<file path="config.mk">
export PLATFORM = sky130hd
export DESIGN_NAME = two_path_conflict_checker_core_flat
export DESIGN_NICKNAME = d
export VERILOG_FILES = /design/src/tpcc_pkg.sv /design/src/tpcc_if.sv /design/src/tpcc_in_reg.sv /design/src/tpcc_eval.sv /design/src/two_path_conflict_checker_core.sv /design/src/flat_wrapper.sv
export SDC_FILE = /design/constraint.sdc
export NUM_CORES = 1
export LEC_CHECK = 0
export ABC_AREA = 1
export BUFFER_PORTS_ARGS = -buffer_cell sky130_fd_sc_hd__buf_2
export CORE_AREA = 3 3 114 116
export CTS_CLUSTER_DIAMETER = 30
export CTS_CLUSTER_SIZE = 24
export DETAILED_ROUTE_END_ITERATION = 12
export DIE_AREA = 0 0 117 119
export PLACE_DENSITY_LB_ADDON = 0.3
export SYNTH_ARGS = -nofsm -noshare
export SYNTH_HDL_FRONTEND = slang
export SYNTH_SLANG_ARGS = --single-unit
export TNS_END_PERCENT = 10
</file>
<file path="constraint.sdc">
create_clock -name clk -period 5.97 [get_ports clk]
set_clock_uncertainty 0.05 [all_clocks]
set_input_delay 0.8955 -clock clk [delete_from_list [all_inputs] [get_ports clk]]
set_output_delay 0.8955 -clock clk [all_outputs]
set_load 0.01 [all_outputs]
</file>
<file path="src/tpcc_pkg.sv">
// Shared types and constants for the two-path conflict checker.
`timescale 1ns / 1ps

package tpcc_pkg;

  localparam int unsigned LOC_BITS = 20;

  typedef logic [LOC_BITS-1:0] loc_t;

  typedef enum logic [1:0] {
    VERDICT_NONE   = 2'd0,
    VERDICT_NORMAL = 2'd1,
    VERDICT_TARGET = 2'd2
  } verdict_t;

  typedef struct packed {
    loc_t loc_first;
    logic first_present;
    loc_t loc_second;
    logic second_present;
    logic last;
  } item_t;

endpackage

</file>
<file path="src/tpcc_if.sv">
// Channel interfaces for timestep items and verdicts.
`timescale 1ns / 1ps

interface tpcc_item_if;
  logic          valid;
  logic          ready;
  tpcc_pkg::loc_t loc_first;
  logic          first_present;
  tpcc_pkg::loc_t loc_second;
  logic          second_present;
  logic          last;

  modport source(output valid, output loc_first, output first_present,
                 output loc_second, output second_present, output last,
                 input ready);
  modport sink(input valid, input loc_first, input first_present,
               input loc_second, input second_present, input last,
               output ready);
endinterface

interface tpcc_verdict_if;
  logic               valid;
  logic               ready;
  tpcc_pkg::verdict_t verdict;

  modport source(output valid, output verdict, input ready);
  modport sink(input valid, input verdict, output ready);
endinterface

</file>
<file path="src/tpcc_in_reg.sv">
// Input register stage: captures one timestep transaction per cycle while the stage is empty or drains.
`timescale 1ns / 1ps

module tpcc_in_reg (
  input  logic            clk,
  input  logic            rst_n,
  tpcc_item_if.sink       in_item,
  output logic            item_vld,
  output tpcc_pkg::item_t item,
  input  logic            item_take
);

  logic            vld_r;
  logic            vld_nxt;
  tpcc_pkg::item_t item_r;
  logic            load;

  // Take a new transaction when the stage is empty or drains this cycle
  assign in_item.ready = !vld_r || item_take;
  assign load          = in_item.valid && in_item.ready;

  always_comb begin
    vld_nxt = vld_r;
    if (load) begin
      vld_nxt = 1'b1;
    end else if (item_take) begin
      vld_nxt = 1'b0;
    end
  end

  always_ff @(posedge clk) begin
    if (!rst_n) begin
      vld_r <= 1'b0;
    end else begin
      vld_r <= vld_nxt;
    end
  end

  // Hold the payload until the next load
  always_ff @(posedge clk) begin
    if (load) begin
      item_r.loc_first      <= in_item.loc_first;
      item_r.first_present  <= in_item.first_present;
      item_r.loc_second     <= in_item.loc_second;
      item_r.second_present <= in_item.second_present;
      item_r.last           <= in_item.last;
    end
  end

  assign item_vld = vld_r;
  assign item     = item_r;

endmodule

</file>
<file path="src/tpcc_eval.sv">
// Conflict evaluation: path state, conflict flags and verdict register.
`timescale 1ns / 1ps

module tpcc_eval (
  input  logic            clk,
  input  logic            rst_n,
  input  logic            item_vld,
  input  tpcc_pkg::item_t item,
  output logic            item_take,
  tpcc_verdict_if.source  out_verdict
);

  tpcc_pkg::loc_t     prev_first_r,  prev_first_nxt;
  tpcc_pkg::loc_t     prev_second_r, prev_second_nxt;
  logic               prev_both_r,   prev_both_nxt;
  tpcc_pkg::loc_t     parked_loc_r,  parked_loc_nxt;
  logic               parked_vld_r,  parked_vld_nxt;
  logic               normal_r,      normal_nxt;
  logic               target_r,      target_nxt;
  logic               out_vld_r,     out_vld_nxt;
  tpcc_pkg::verdict_t verdict_r,     verdict_nxt;

  logic           both;
  logic           one_only;
  logic           out_free;
  tpcc_pkg::loc_t running_loc;
  tpcc_pkg::loc_t park_cand;
  tpcc_pkg::loc_t parked_loc_upd;
  logic           parked_vld_upd;
  logic           normal_upd;
  logic           target_upd;

  // Advance a non-final item at once; a final item needs a free result slot
  assign out_free  = !out_vld_r || out_verdict.ready;
  assign item_take = item_vld && (!item.last || out_free);

  assign both        = item.first_present && item.second_present;
  assign one_only    = item.first_present ^ item.second_present;
  assign running_loc = item.first_present ? item.loc_first : item.loc_second;
  assign park_cand   = item.first_present ? prev_second_r : prev_first_r;

  // Work out the flags after this timestep
  always_comb begin
    normal_upd     = normal_r;
    target_upd     = target_r;
    parked_loc_upd = parked_loc_r;
    parked_vld_upd = parked_vld_r;
    if (both) begin
      if (item.loc_first == item.loc_second) begin
        normal_upd = 1'b1;
      end
      if (prev_both_r && prev_first_r == item.loc_second &&
          prev_second_r == item.loc_first) begin
        normal_upd = 1'b1;
      end
    end else if (one_only) begin
      // Park the final location of the agent that has just stopped
      if (prev_both_r) begin
        parked_loc_upd = park_cand;
        parked_vld_upd = 1'b1;
      end
      if (parked_vld_upd && running_loc == parked_loc_upd) begin
        target_upd = 1'b1;
      end
    end
  end

  // Commit state, clearing it once the verdict is issued
  always_comb begin
    prev_first_nxt  = prev_first_r;
    prev_second_nxt = prev_second_r;
    prev_both_nxt   = prev_both_r;
    parked_loc_nxt  = parked_loc_r;
    parked_vld_nxt  = parked_vld_r;
    normal_nxt      = normal_r;
    target_nxt      = target_r;
    out_vld_nxt     = out_vld_r;
    verdict_nxt     = verdict_r;
    if (out_verdict.ready) begin
      out_vld_nxt = 1'b0;
    end
    if (item_take) begin
      if (item.last) begin
        prev_first_nxt  = '0;
        prev_second_nxt = '0;
        prev_both_nxt   = 1'b0;
        parked_loc_nxt  = '0;
        parked_vld_nxt  = 1'b0;
        normal_nxt      = 1'b0;
        target_nxt      = 1'b0;
        out_vld_nxt     = 1'b1;
        if (target_upd) begin
          verdict_nxt = tpcc_pkg::VERDICT_TARGET;
        end else if (normal_upd) begin
          verdict_nxt = tpcc_pkg::VERDICT_NORMAL;
        end else begin
          verdict_nxt = tpcc_pkg::VERDICT_NONE;
        end
      end else begin
        prev_first_nxt  = item.loc_first;
        prev_second_nxt = item.loc_second;
        prev_both_nxt   = both;
        parked_loc_nxt  = parked_loc_upd;
        parked_vld_nxt  = parked_vld_upd;
        normal_nxt      = normal_upd;
        target_nxt      = target_upd;
      end
    end
  end

  always_ff @(posedge clk) begin
    if (!rst_n) begin
      prev_first_r  <= '0;
      prev_second_r <= '0;
      prev_both_r   <= 1'b0;
      parked_loc_r  <= '0;
      parked_vld_r  <= 1'b0;
      normal_r      <= 1'b0;
      target_r      <= 1'b0;
      out_vld_r     <= 1'b0;
    end else begin
      prev_first_r  <= prev_first_nxt;
      prev_second_r <= prev_second_nxt;
      prev_both_r   <= prev_both_nxt;
      parked_loc_r  <= parked_loc_nxt;
      parked_vld_r  <= parked_vld_nxt;
      normal_r      <= normal_nxt;
      target_r      <= target_nxt;
      out_vld_r     <= out_vld_nxt;
    end
  end

  // Hold the verdict payload while the receiver stalls
  always_ff @(posedge clk) begin
    verdict_r <= verdict_nxt;
  end

  assign out_verdict.valid   = out_vld_r;
  assign out_verdict.verdict = verdict_r;

endmodule

</file>
<file path="src/two_path_conflict_checker_core.sv">
// Two-path conflict checker: top level.
//
// Usage: feed one timestep transaction per cycle on in_item (both agents'
// locations, their presence flags and a last flag on the final timestep).
// Within the common prefix a shared location or a swap between consecutive
// timesteps is a vertex/edge conflict; once one path ends its final
// location is parked and a later visit by the other agent is a target
// conflict. On the last transaction one verdict leaves on out_verdict:
// none, vertex/edge, or target (target outranks vertex/edge). State then
// clears for the next pair of paths.
// Throughput: one transaction per cycle while no final transaction is stalled,
// set by the input register and the combinational compare logic in front of the verdict register.
// Result path: once the last transaction is accepted it passes through the
// input register and then the verdict register before the verdict is valid.
// Reset: synchronous, active low; clears all path state and both valids.
// Stall: while a verdict waits, non-final transactions keep flowing; a
// further final transaction waits in the input register until the verdict
// is taken, and in_item.ready then drops.
`timescale 1ns / 1ps

module two_path_conflict_checker_core (
  input  logic           clk,
  input  logic           rst_n,
  tpcc_item_if.sink      in_item,
  tpcc_verdict_if.source out_verdict
);

  logic            item_vld;
  logic            item_take;
  tpcc_pkg::item_t item;

  tpcc_in_reg u_in_reg (
    .clk       (clk),
    .rst_n     (rst_n),
    .in_item   (in_item),
    .item_vld  (item_vld),
    .item      (item),
    .item_take (item_take)
  );

  tpcc_eval u_eval (
    .clk         (clk),
    .rst_n       (rst_n),
    .item_vld    (item_vld),
    .item        (item),
    .item_take   (item_take),
    .out_verdict (out_verdict)
  );

endmodule
</file>
<file path="src/flat_wrapper.sv">
// flat-port wrapper written by rule: the top's interface ports become plain ports
module two_path_conflict_checker_core_flat 
  (clk, rst_n, in_item_valid, in_item_loc_first, in_item_first_present, in_item_loc_second, in_item_second_present, in_item_last, in_item_ready, out_verdict_valid, out_verdict_verdict, out_verdict_ready);
  tpcc_item_if in_item_i ();
  tpcc_verdict_if out_verdict_i ();
  input  logic clk;
  input  logic rst_n;
  input wire logic [$bits(in_item_i.valid)-1:0] in_item_valid;
  input wire logic [$bits(in_item_i.loc_first)-1:0] in_item_loc_first;
  input wire logic [$bits(in_item_i.first_present)-1:0] in_item_first_present;
  input wire logic [$bits(in_item_i.loc_second)-1:0] in_item_loc_second;
  input wire logic [$bits(in_item_i.second_present)-1:0] in_item_second_present;
  input wire logic [$bits(in_item_i.last)-1:0] in_item_last;
  output wire logic [$bits(in_item_i.ready)-1:0] in_item_ready;
  output wire logic [$bits(out_verdict_i.valid)-1:0] out_verdict_valid;
  output wire logic [$bits(out_verdict_i.verdict)-1:0] out_verdict_verdict;
  input wire logic [$bits(out_verdict_i.ready)-1:0] out_verdict_ready;
  assign in_item_i.valid = in_item_valid;
  assign in_item_i.loc_first = in_item_loc_first;
  assign in_item_i.first_present = in_item_first_present;
  assign in_item_i.loc_second = in_item_loc_second;
  assign in_item_i.second_present = in_item_second_present;
  assign in_item_i.last = in_item_last;
  assign in_item_ready = in_item_i.ready;
  assign out_verdict_valid = out_verdict_i.valid;
  assign out_verdict_verdict = out_verdict_i.verdict;
  assign out_verdict_i.ready = out_verdict_ready;
  two_path_conflict_checker_core u_core (.clk(clk), .rst_n(rst_n), .in_item(in_item_i), .out_verdict(out_verdict_i));
endmodule
</file>
## Word-level counts from Yosys, hierarchy flattened

Cells that the tools add are included.

| cells by class | value |
|---|---|
| reduce and logical (&&, ||, !) cells | 16 |
| equal/unequal tests | 5 |
| bitwise logic cells | 1 |
| muxes and demuxes | 31 |

Operators by type and width:

| operator | count |
|---|---|
| $mux W20 | 10 |
| $eq A20 B20 Y1 | 4 |
| $mux W1 | 21 |
| $logic_and A1 B1 Y1 | 6 |
| $reduce_bool A2 Y1 | 2 |
| $logic_not A1 Y1 | 3 |
| $logic_or A1 B1 Y1 | 3 |
| $reduce_and A3 Y1 | 1 |
| $ne A2 B1 Y1 const B | 1 |
| $reduce_and A2 Y1 | 1 |
| $xor A1 B1 Y1 | 1 |

| word-level totals | value |
|---|---|
| output and inout port bits | 4 |
| word-level logic and storage cells | 68 |
| register bits after elaboration | 111 |
| bits of input ports | 47 |

## Longest topological paths before layout

Gate-level depths: netlist (run 1).

| logic depth | value |
|---|---|
| depth after elaboration | 10 |
| mapped depth | 14 |
| gate-level depth less buffers | 13 |

## Cells and area by module

A second synthesis (run 1) with hierarchy kept.

| unflattened totals | value |
|---|---|
| cells, all modules | 869 |
| area total of the unflattened synthesis | 5963.2 um^2 |

Modules (own cells, without submodules):

| module | area an instance (um^2) | times used | seq. area each (um^2) | cells an instance |
|---|---|---|---|---|
| tpcc_eval | 4620.7 | 1 | 1361.3 | 819 |
| tpcc_in_reg | 1342.5 | 1 | 1311.3 | 50 |

## Worst setup path after synthesis (run 1)

OpenSTA, ideal clock, no wires.

| timing | value |
|---|---|
| path type | input-to-reg |
| start point | in out_verdict_ready |
| end point | reg u_core.u_in_reg.item_r, in the netlist u_core.u_in_reg.item[0], enable pin |
| cell stages on the path | 4 |
| path slack | 3514 ps |
| data arrival time | 2009 ps |
| library setup time | 397 ps |
| path buffers | 0 |
| cell sequence | nor2_2 -> nand3_1 -> nand2_1 -> inv_1 |

| on the way | value |
|---|---|
| word-level cells in the longest chain between the ends | 5 |

RTL lines:

| item | line | RTL |
|---|---|---|
| start, declared | flat_wrapper.sv:17 | `input wire logic [$bits(out_verdict_i.ready)-1:0] out_verdict_ready;` |
| $logic_or A1 B1 Y1 | tpcc_eval.sv:34 | `assign out_free = !out_vld_r \|\| out_verdict.ready;` |
| $logic_or A1 B1 Y1 | tpcc_eval.sv:35 | `assign item_take = item_vld && (!item.last \|\| out_free);` |
| $logic_and A1 B1 Y1 | tpcc_eval.sv:35 |  |
| $logic_or A1 B1 Y1 | tpcc_in_reg.sv:19 | `assign in_item.ready = !vld_r \|\| item_take;` |
| via in_item_ready | flat_wrapper.sv:14 | `output wire logic [$bits(in_item_i.ready)-1:0] in_item_ready;` |
| $logic_and A1 B1 Y1 | tpcc_in_reg.sv:20 | `assign load = in_item.valid && in_item.ready;` |
| via u_core.u_in_reg.load | tpcc_in_reg.sv:16 | `logic load;` |
| end, declared | tpcc_in_reg.sv:15 | `tpcc_pkg::item_t item_r;` |

The timed path passes the listed nets, and every way through them passes these cells.
A chain may end at the register's enable or synchronous reset.

## Worst setup path after layout (run 1)

| timing | value |
|---|---|
| start point | in out_verdict_ready |
| end point | reg u_core.u_eval.parked_loc_r[2] |

| on the way | value |
|---|---|
| word-level cells in the longest chain between the ends | 4 |

RTL lines:

| item | line | RTL |
|---|---|---|
| $logic_or A1 B1 Y1 | tpcc_eval.sv:34 |  |
| $logic_or A1 B1 Y1 | tpcc_eval.sv:35 |  |
| $logic_and A1 B1 Y1 | tpcc_eval.sv:35 |  |
| $reduce_and A3 Y1 (no source line) | - |  |
| end signal, assigned | tpcc_eval.sv:125 | `parked_loc_r <= parked_loc_nxt;` |
| end, declared | tpcc_eval.sv:16 | `tpcc_pkg::loc_t parked_loc_r, parked_loc_nxt;` |

No other way between the ends.

==> impl_metrics.toml, run 1 <==
[floorplanning]
initial_core_util_pct = 49.19
rows = 40
dieWidth_um = 117
die_y_um = 119
ioPinCount = 51
core_area_mm2 = 0.01201
die_area_mm2 = 0.01392

[timing]
finalCritPeriodShare_pct = 41.68
relSlewSlack_pct = 39.93
finalSetupViolCount = 0
finalSetupTns_ns = 0
min_period_ns = 2.488
tightest_slew_ns = 0.9011
rsz0062_at_grt = "false"
hold_viol_final = 0
max_freq_mhz = 401.9
slew_violations = 0

[place]
dp.final_hpwl_mm = 9.181
gp_congestion = 0.8205
postPlaceCellArea_mm2 = 0.006188
io_buffers = 50

[cells_and_area]
area_delta_synth_final_pct = 9.742
diodes = 0
stdcell_area_mm2 = 0.006484
layout_common_cells = "361 x nand2_1, 86 x inv_1, 67 x a21oi_1, 66 x dfxtp_1, 50 x buf_2"
nFillCells = 1186
layout_commonest_cell = "nand2_1"
fin_nets = 919
drive_above_1_share_pct = 11.76

[setup_path]
r2r_cells = 12
path_cells = "buf_2, nor2_2, inv_1, o21ai_4, buf_4, inv_2, nand2_1, inv_2, nor2_4, nand2_1, a21oi_1"
reg2reg_from = "u_core.u_in_reg.item[22]"
r2r_slack_ns = 3.54
critPathKind = "input port to flop"
setup.worst_path.end_class = "flop"
critical_path_peak_fanout = 43
crit_arrival_ns = 2.71
required_ns = 6.20
cp-start-kind = "input port"
r2r_end = "u_core.u_eval.out_verdict.verdict[0]"
cp_slowest_stage_delay_ns = 0.45
cp_slowest_cell = "buf_4"

[detailed_routing]
antenna_left = 0
drt_iter0_markers = 327
via_count = 5082
drc = 0
viasPerCell = 4.968
wl_per_cell_um = 13.44
dr.pass1.iters = 5
finalWirelength_mm = 13.75

[pwr]
power.leakage_nw = 2.724
powerDensity_mw_per_mm2 = 248.8
irDropWorstVdd_mv = 0.2837

[clocking]
numCtsBuffers = 9
hold_buffers = 0
post_cts_resize_count = 0
htreeDepth = 3
post_cts_buffers = 0
clkTransAtPathRegs_ns = 0.07
cts_buffer_depth = 2
insertion_delay_ns = 0.36
root_buffer = "clkbuf_16"
cts_tree = "done"
cts.sinks = 111

[logic_synthesis]
syn_inst = 835
synth_cell_types = 27
ys_ff_latch = 111
syn-cell-area_mm2 = 0.005908
synth_nets = 883
yosysSeqAreaShare_pct = 45.24
yosysWarnings = 0
synth_area_per_cell_um2 = 7.076

[global_routing]
antenna_found_initial = 0
gr-total-overflow = 0
grt_pass1_wl_mm = 22.74
grt_pass1_vias = 4804
grt_max_degree = 64
track_usage_pct = 20.72

[min_path]
hold_start = "u_core.u_eval.parked_loc_r[11]"
hold_path_depth = 2
holdPathEnd = "u_core.u_eval.parked_loc_r[11]"
worstHoldPathType = "flop to flop"

[job]
max_cap_violations = 0

[status]
status = "finished clean"
## final cells by class
type | count | area (um2) | share of cell area [%]
inverters | 93 | 351.6 | 5.423
well taps | 147 | 183.9 | 2.837
repair buffers | 55 | 287.8 | 4.438
flip-flops and latches | 111 | 2673 | 41.22
clock inverters | 6 | 66.31 | 1.023
multi-input cells | 601 | 2693 | 41.53
clock buffers | 10 | 229.0 | 3.531
## layer usage
layer	track usage (%)	part of all wire [%]	vias to the layer above
li1	-	-	2687
met1	28.99	48	2254
met2	32.15	45	125
met3	4.776	5.4	16
met4	5.591	1.4	0
met5	0	0	-
## report_power, final
group	total, mW	leakage (nW)	internal, mW	switching [mW]
Clock	0.602	0.147	0.328	0.274
Combinational	0.163	1.60	0.0594	0.104
Sequential	0.848	0.977	0.818	0.0305
Total	1.61	2.72	1.21	0.408
## how the worst max path moves through the flow
| stage | endpoint | startpoint | cells past startpoint |
|---|---|---|---|
| 2_1_floorplan | u_core.u_in_reg.item[0] | out_verdict_ready | 4 |
| 6_report | u_core.u_eval.parked_loc_r[2] | out_verdict_ready | 11 |
| 3_3_place_gp | u_core.u_eval.parked_vld_r | out_verdict_ready | 11 |
| 5_1_grt | u_core.u_eval.parked_loc_r[14] | out_verdict_ready | 11 |
| 3_5_place_dp | u_core.u_eval.parked_loc_r[16] | out_verdict_ready | 11 |
| 4_1_cts | u_core.u_eval.parked_loc_r[16] | out_verdict_ready | 11 |
## critical path: cells and delay by family
family          cells  cell delay (ns)
buf+inv             5             0.78
compound gates      2             0.26
simple gates        4             0.76
## state kept, by name, summed over array words and instances, names as in the netlist
| name | flops |
|---|---|
| u_core.u_in_reg.item | 43 |
| u_core.u_eval.target_r | 1 |
| u_core.u_eval.out_verdict.valid | 1 |
| u_core.u_eval.prev_first_r | 20 |
| u_core.u_eval.out_verdict.verdict | 2 |
| u_core.u_eval.parked_vld_r | 1 |
| u_core.u_eval.prev_both_r | 1 |
| u_core.u_eval.normal_r | 1 |
| u_core.u_eval.prev_second_r | 20 |
| u_core.u_in_reg.item_vld | 1 |
| u_core.u_eval.parked_loc_r | 20 |
## cells in the mapped netlist, drive strengths merged
library cell / number / area, um2
nand2: 361 / 1355
inv: 93 / 351.6
a21oi: 67 / 335.3
dfxtp: 66 / 1321
nand3: 49 / 270.3
edfxtp: 45 / 1351
nor2: 41 / 166.4
o21ai: 28 / 151.4
xnor2: 20 / 175.2
buf: 16 / 141.4
or2: 16 / 100.1
clkbuf: 14 / 52.55
nand4: 8 / 50.05
xor2: 4 / 35.03
o211ai: 3 / 22.52
nor3: 2 / 10.01
ha: 1 / 12.51
o22ai: 1 / 6.260
## metrics by stage
| stage | hold WS (ns) | std cells | utilization (%) | setup WS (ns) | total power [mW] |
|---|---|---|---|---|---|
| floorplan | 0.3884 | 835 | - | 3.514 | 0.9781 |
| global placement | 0.3979 | 1007 | 51.52 | 3.180 | 1.024 |
| detailed placement | 0.4020 | 1007 | 51.52 | 3.123 | 1.027 |
| CTS | 0.4130 | 1023 | 53.98 | 3.487 | 1.629 |
| global route | 0.4309 | 1023 | 53.98 | 3.226 | 1.686 |
| finish | 0.4124 | 1023 | 53.98 | 3.482 | 1.613 |
## cell families (layout without fill, tap and decap cells)
group                      count (synthesis)  in the layout  share of synthesized area [%]
and+or+nand+nor                          477            477                          33.04
buffers and inverters                    123            164                          9.233
DFF                                      111            111                          45.24
AOI/OAI and AO/OA                         99             99                          8.725
xor gates and xnor gates                  24             24                          3.558
adders and majority gates                  1              1                         0.2117
Power figures use the tool's default switching activity.
==> run 2, diff against run 1 <==
- clock period: 5.97 -> 2.1 ns (I/O delays scaled with it)
==> impl_metrics.toml, run 2 (synthesized netlist as in run 1, its figures left out) <==
[status]
status = "finished clean"

[setup_path]
crit_arrival_ns = 2.12
r2r_slack_ns = 0.05
required_ns = 2.17
r2r_end = "u_core.u_eval.out_verdict.verdict[0]"
setup.worst_path.end_class = "flop"
reg2reg_from = "u_core.u_in_reg.item[22]"
r2r_cells = 10
critical_path_peak_fanout = 11
critPathKind = "flop to flop"
cp-start-kind = "flop"

[global_routing]
gr-total-overflow = 0
grt_max_degree = 44
grt_pass1_wl_mm = 22.69
antenna_found_initial = 0
grt_pass1_vias = 4719
track_usage_pct = 20.79

[timing]
slew_violations = 0
finalSetupViolCount = 0
finalCritPeriodShare_pct = 97.54
max_freq_mhz = 488.2
rsz0062_at_grt = "true"
relSlewSlack_pct = 68.12
min_period_ns = 2.048
holdWs_ns = 0.07026
tightest_slew_ns = 0.4783
hold_viol_final = 0

[job]
max_cap_violations = 0

[detailed_routing]
drc = 0
viasPerCell = 5.084
via_count = 5252
wl_per_cell_um = 13.88
drt_iter0_markers = 447
antenna_left = 0
dr.pass1.iters = 5
finalWirelength_mm = 14.34

[floorplanning]
die_area_mm2 = 0.01392
dieWidth_um = 117
die_y_um = 119
ioPinCount = 51
core_area_mm2 = 0.01201
initial_core_util_pct = 49.19
rows = 40

[cells_and_area]
fin_nets = 929
multi_input_area_mm2 = 0.002754
seq_area_mm2 = 0.002673
drive_above_1_share_pct = 14.56
fin_util_pct = 55.91
nFillCells = 1176
layout_common_cells = "357 x nand2_1, 86 x inv_1, 67 x a21oi_1, 66 x dfxtp_1, 50 x buf_2"
diodes = 0
area_delta_synth_final_pct = 13.66
layout_commonest_cell = "nand2_1"
largest_reg_flops = 43

[pwr]
power.leakage_nw = 2.817
powerDensity_mw_per_mm2 = 682.5
irDropWorstVdd_mv = 0.6536

[clocking]
insertion_delay_ns = 0.36
root_buffer = "clkbuf_16"
cts_buffer_depth = 2
cts.sinks = 111
cts_tree = "done"
htreeDepth = 3
clkTransAtPathRegs_ns = 0.08
numCtsBuffers = 9

[place]
io_buffers = 50
dp.final_hpwl_mm = 9.578
gp_congestion = 0.8464

[min_path]
hold_path_depth = 1
worstHoldPathType = "input port to flop"
holdPathEnd = "u_core.u_in_reg.item[38]"
hold_start = "in_item_loc_first[15]"
-- run 2: cell types whose count changed in the layout (fill, tap and decap cells not counted), moves of 2 or more --
cell / change
o21ai_0: -14
o21ai_2: +10
buf_12: +5
nand2_1: -4
nand2_2: +4
o21ai_1: +3
buf_6: +2
clkbuf_16: +2
inv_8: +2
-- run 2: per-layer routing --
layer,vias to the layer above,part of all wire [%],track usage [%]
met5,-,0,0
met4,0,1.2,5.950
met3,15,6.2,5.081
met2,156,45,32.04
met1,2370,48,28.96
li1,2711,-,-
-- run 2: stage by stage --
| step | total power, mW | TNS, ns | setup WS, ns | instances | area (um2) |
|---|---|---|---|---|---|
| 2_1_floorplan | 2.781 | 0 | 0.1298 | 835 | 5908 |
| 3_3_place_gp | 2.932 | 0 | 0.08980 | 1011 | 6269 |
| 3_5_place_dp | 2.940 | 0 | 0.08295 | 1011 | 6269 |
| 4_1_cts | 4.588 | 0 | 0.07214 | 1027 | 6550 |
| 5_1_grt | 4.791 | -0.06076 | -0.06025 | 1033 | 6715 |
| 6_report | 4.583 | 0 | 0.05171 | 1033 | 6715 |
-- run 2: area by class of cell --
class | instances | area share (%)
well taps | 147 | 2.739
inverters | 93 | 5.292
multi-input cells | 601 | 41.01
flip-flops and latches | 111 | 39.80
clock buffers | 10 | 3.410
repair buffers | 65 | 6.969
clock inverters | 6 | 0.7826
-- run 2: how the worst max path moves through the flow --
stage                              from  slack [ns]                              endpoint
2_1_floorplan   u_core.u_in_reg.item[0]        0.13               u_core.u_in_reg.item[0]
4_1_cts        u_core.u_in_reg.item[22]        0.07  u_core.u_eval.out_verdict.verdict[0]
3_5_place_dp   u_core.u_in_reg.item[22]        0.08  u_core.u_eval.out_verdict.verdict[0]
5_1_grt        u_core.u_in_reg.item[22]       -0.06  u_core.u_eval.out_verdict.verdict[0]
6_report       u_core.u_in_reg.item[22]        0.05  u_core.u_eval.out_verdict.verdict[0]
3_3_place_gp   u_core.u_in_reg.item[22]        0.09  u_core.u_eval.out_verdict.verdict[0]
-- run 2: critical path: stages, from the launching register on --
cell and delay [ns]:
edfxtp_1 0.51, buf_6 0.20, clkbuf_16 0.18, o21ai_1 0.21, o211ai_1 0.12, nand2_1 0.09
nand3_1 0.10, nor2_1 0.10, nand3_1 0.09, nand2_1 0.10, nor2_1 0.05
-- run 2: timing repair --
| item | in CTS | in global routing |
|---|---|---|
| setup buffers | 0 | 3 |
| endpoints found under the setup margin | 0 | 7 |
| gates resized for setup | 0 | 38 |
| hold buffers | 0 | 0 |
-- run 2: power breakdown --
| group | internal [mW] | leakage, nW | total (mW) | switching [mW] |
|---|---|---|---|---|
| registers | 2.32 | 0.977 | 2.41 | 0.0901 |
| clock network | 0.827 | 0.137 | 1.65 | 0.823 |
| logic | 0.206 | 1.70 | 0.519 | 0.313 |
| total | 3.36 | 2.82 | 4.58 | 1.23 |
==> run 3, diff against run 2 <==
--- a/config.mk
+++ b/config.mk
@@ -8,9 +8,9 @@
 export ABC_AREA = 1
 export BUFFER_PORTS_ARGS = -buffer_cell sky130_fd_sc_hd__buf_2
-export CORE_AREA = 3 3 114 116
+export CORE_AREA = 3 3 109 111
 export CTS_CLUSTER_DIAMETER = 30
 export CTS_CLUSTER_SIZE = 24
 export DETAILED_ROUTE_END_ITERATION = 12
-export DIE_AREA = 0 0 117 119
+export DIE_AREA = 0 0 112 114
 export PLACE_DENSITY_LB_ADDON = 0.3
 export SYNTH_ARGS = -nofsm -noshare
--- a/constraint.sdc
+++ b/constraint.sdc
@@ -3,3 +3,3 @@
 set_input_delay 0.315 -clock clk [delete_from_list [all_inputs] [get_ports clk]]
 set_output_delay 0.315 -clock clk [all_outputs]
-set_load 0.01 [all_outputs]
+set_load 0.02 [all_outputs]
==> impl_metrics.toml, run 3 (synthesized netlist as in run 1, its figures left out) <==
[global_routing]
track_usage_pct = 22.00
antenna_found_initial = 0
grt_max_degree = 44
grt_pass1_vias = 4559
grt_pass1_wl_mm = 22.47
gr-total-overflow = 0

[cells_and_area]
layout_common_cells = "361 x nand2_1, 86 x inv_1, 67 x a21oi_1, 66 x dfxtp_1, 50 x buf_2"
area_delta_synth_final_pct = 9.826
nFillCells = 1066
fin_nets = 928
seq_area_mm2 = 0.002673
layout_commonest_cell = "nand2_1"
multi_input_area_mm2 = 0.002704
largest_reg_flops = 43
diodes = 0
drive_above_1_share_pct = 12.77

[detailed_routing]
finalWirelength_mm = 13.56
antenna_left = 0
wirelength_met1_mm = 6.444
wl_per_cell_um = 13.23
drc = 0
via_count = 5155
viasPerCell = 5.029
drt_iter0_markers = 341
dr_wl_met3_um = 784
topRoutingLayerUsed = "met4"
dr.pass1.iters = 5
wl_met2_mm = 6.132

[clocking]
root_buffer = "clkbuf_8"
hold_buffers = 0
numCtsBuffers = 9
cts_buffer_depth = 2
insertion_delay_ns = 0.40
clkTransAtPathRegs_ns = 0.11
htreeDepth = 3
cts_tree = "done"
cts.sinks = 111

[timing]
min_period_ns = 1.977
relSlewSlack_pct = 60.51
tightest_slew_ns = 0.5924
hold_viol_final = 0
setup_slack_ns = 0.1226
max_freq_mhz = 505.7
finalCritPeriodShare_pct = 94.16
holdWs_ns = 0.03332
finalSetupViolCount = 0
rsz0062_at_grt = "true"
slew_violations = 0

[floorplanning]
dieWidth_um = 112
die_y_um = 114
die_area_mm2 = 0.01277
ioPinCount = 51
core_area_mm2 = 0.01089
initial_core_util_pct = 54.26
rows = 38

[pwr]
irDropWorstVdd_mv = 0.5786
power.leakage_nw = 2.711
powerDensity_mw_per_mm2 = 626.4

[min_path]
worstHoldPathType = "input port to flop"

[setup_path]
cp-start-kind = "flop"
crit_arrival_ns = 2.08
required_ns = 2.21
critical_path_peak_fanout = 23
critPathKind = "flop to flop"
setup.worst_path.end_class = "flop"

[status]
status = "finished clean"

[job]
max_cap_violations = 0

[place]
gp_congestion = 0.8923
io_buffers = 50
dp.final_hpwl_mm = 9.689
place_ws_ns = 0.1239
## run 3: cell types whose count changed in the layout (fill, tap and decap cells not counted), moves of 2 or more
cell / delta
clkinv_4: -2
buf_4: +3
nand2_2: -4
nand2_1: +4
clkinvlp_4: +3
clkbuf_16: -11
o21ai_1: +2
clkbuf_8: +9
o21ai_2: -9
o21ai_0: +8
clkbuf_1: +2
## run 3: path summary, 6_finish.rpt
check / startpoint / end / slack (ns) / cells after the start
worst max-delay path: u_core.u_in_reg.item[22] / u_core.u_eval.out_verdict.verdict[1] / 0.12 / 11
worst max register to register: u_core.u_in_reg.item[22] / u_core.u_eval.out_verdict.verdict[1] / 0.12 / 11
worst min register to register: u_core.u_eval.parked_loc_r[16] / u_core.u_eval.parked_loc_r[16] / 0.42 / 2
worst min-delay path: in_item_loc_second[14] / u_core.u_in_reg.item[16] / 0.03 / 1
## run 3: stage by stage
step           std cells  power [mW]  instance area, um2  TNS (ns)  util (%)
4_1_cts             1024       4.092                6460         0     59.33
3_5_place_dp        1008       2.943                6294         0     57.80
3_3_place_gp        1008       2.937                6294         0     57.80
2_1_floorplan        835       2.782                5912         0         -
6_report            1025       4.065                6489         0     59.60
5_1_grt             1025       4.255                6489   -0.1269     59.60
## run 3: repair_timing
item	4_1_cts	5_1_grt
resized for setup	0	13
setup buffers	0	1
setup endpoints to repair	0	1
hold endpoints to repair	0	0
## run 3: area by class of cell
type / count / share of cell area, %
clock buffer: 12 / 2.083
sequential: 111 / 41.19
clock inverter: 4 / 0.4821
inverter: 93 / 5.573
timing repair buffer: 64 / 6.305
multi-input combinational: 601 / 41.67
tap: 140 / 2.700
## run 3: critical path, stage by stage (launching register included)
cell and delay (ns):
edfxtp_1 0.41, buf_6 0.18, buf_4 0.18, o21ai_0 0.27, nand3_1 0.11, nand2_1 0.08, nor2_1 0.04, nand2_1 0.06
nor2_1 0.04, nand3_1 0.11, nand2_1 0.08, buf_4 0.13
## run 3: power by group
part | leakage, nW | total (mW) | switching [mW] | internal, mW
Sequential | 0.977 | 2.41 | 0.0893 | 2.32
Combinational | 1.66 | 0.488 | 0.297 | 0.192
Clock | 0.0732 | 1.16 | 0.725 | 0.438
Total | 2.71 | 4.06 | 1.11 | 2.95
## run 3: layer usage
layer	global-route usage [%]	vias up
met5	0	-
met2	34.57	125
met4	6.410	0
li1	-	2704
met1	31.22	2308
met3	4.138	18
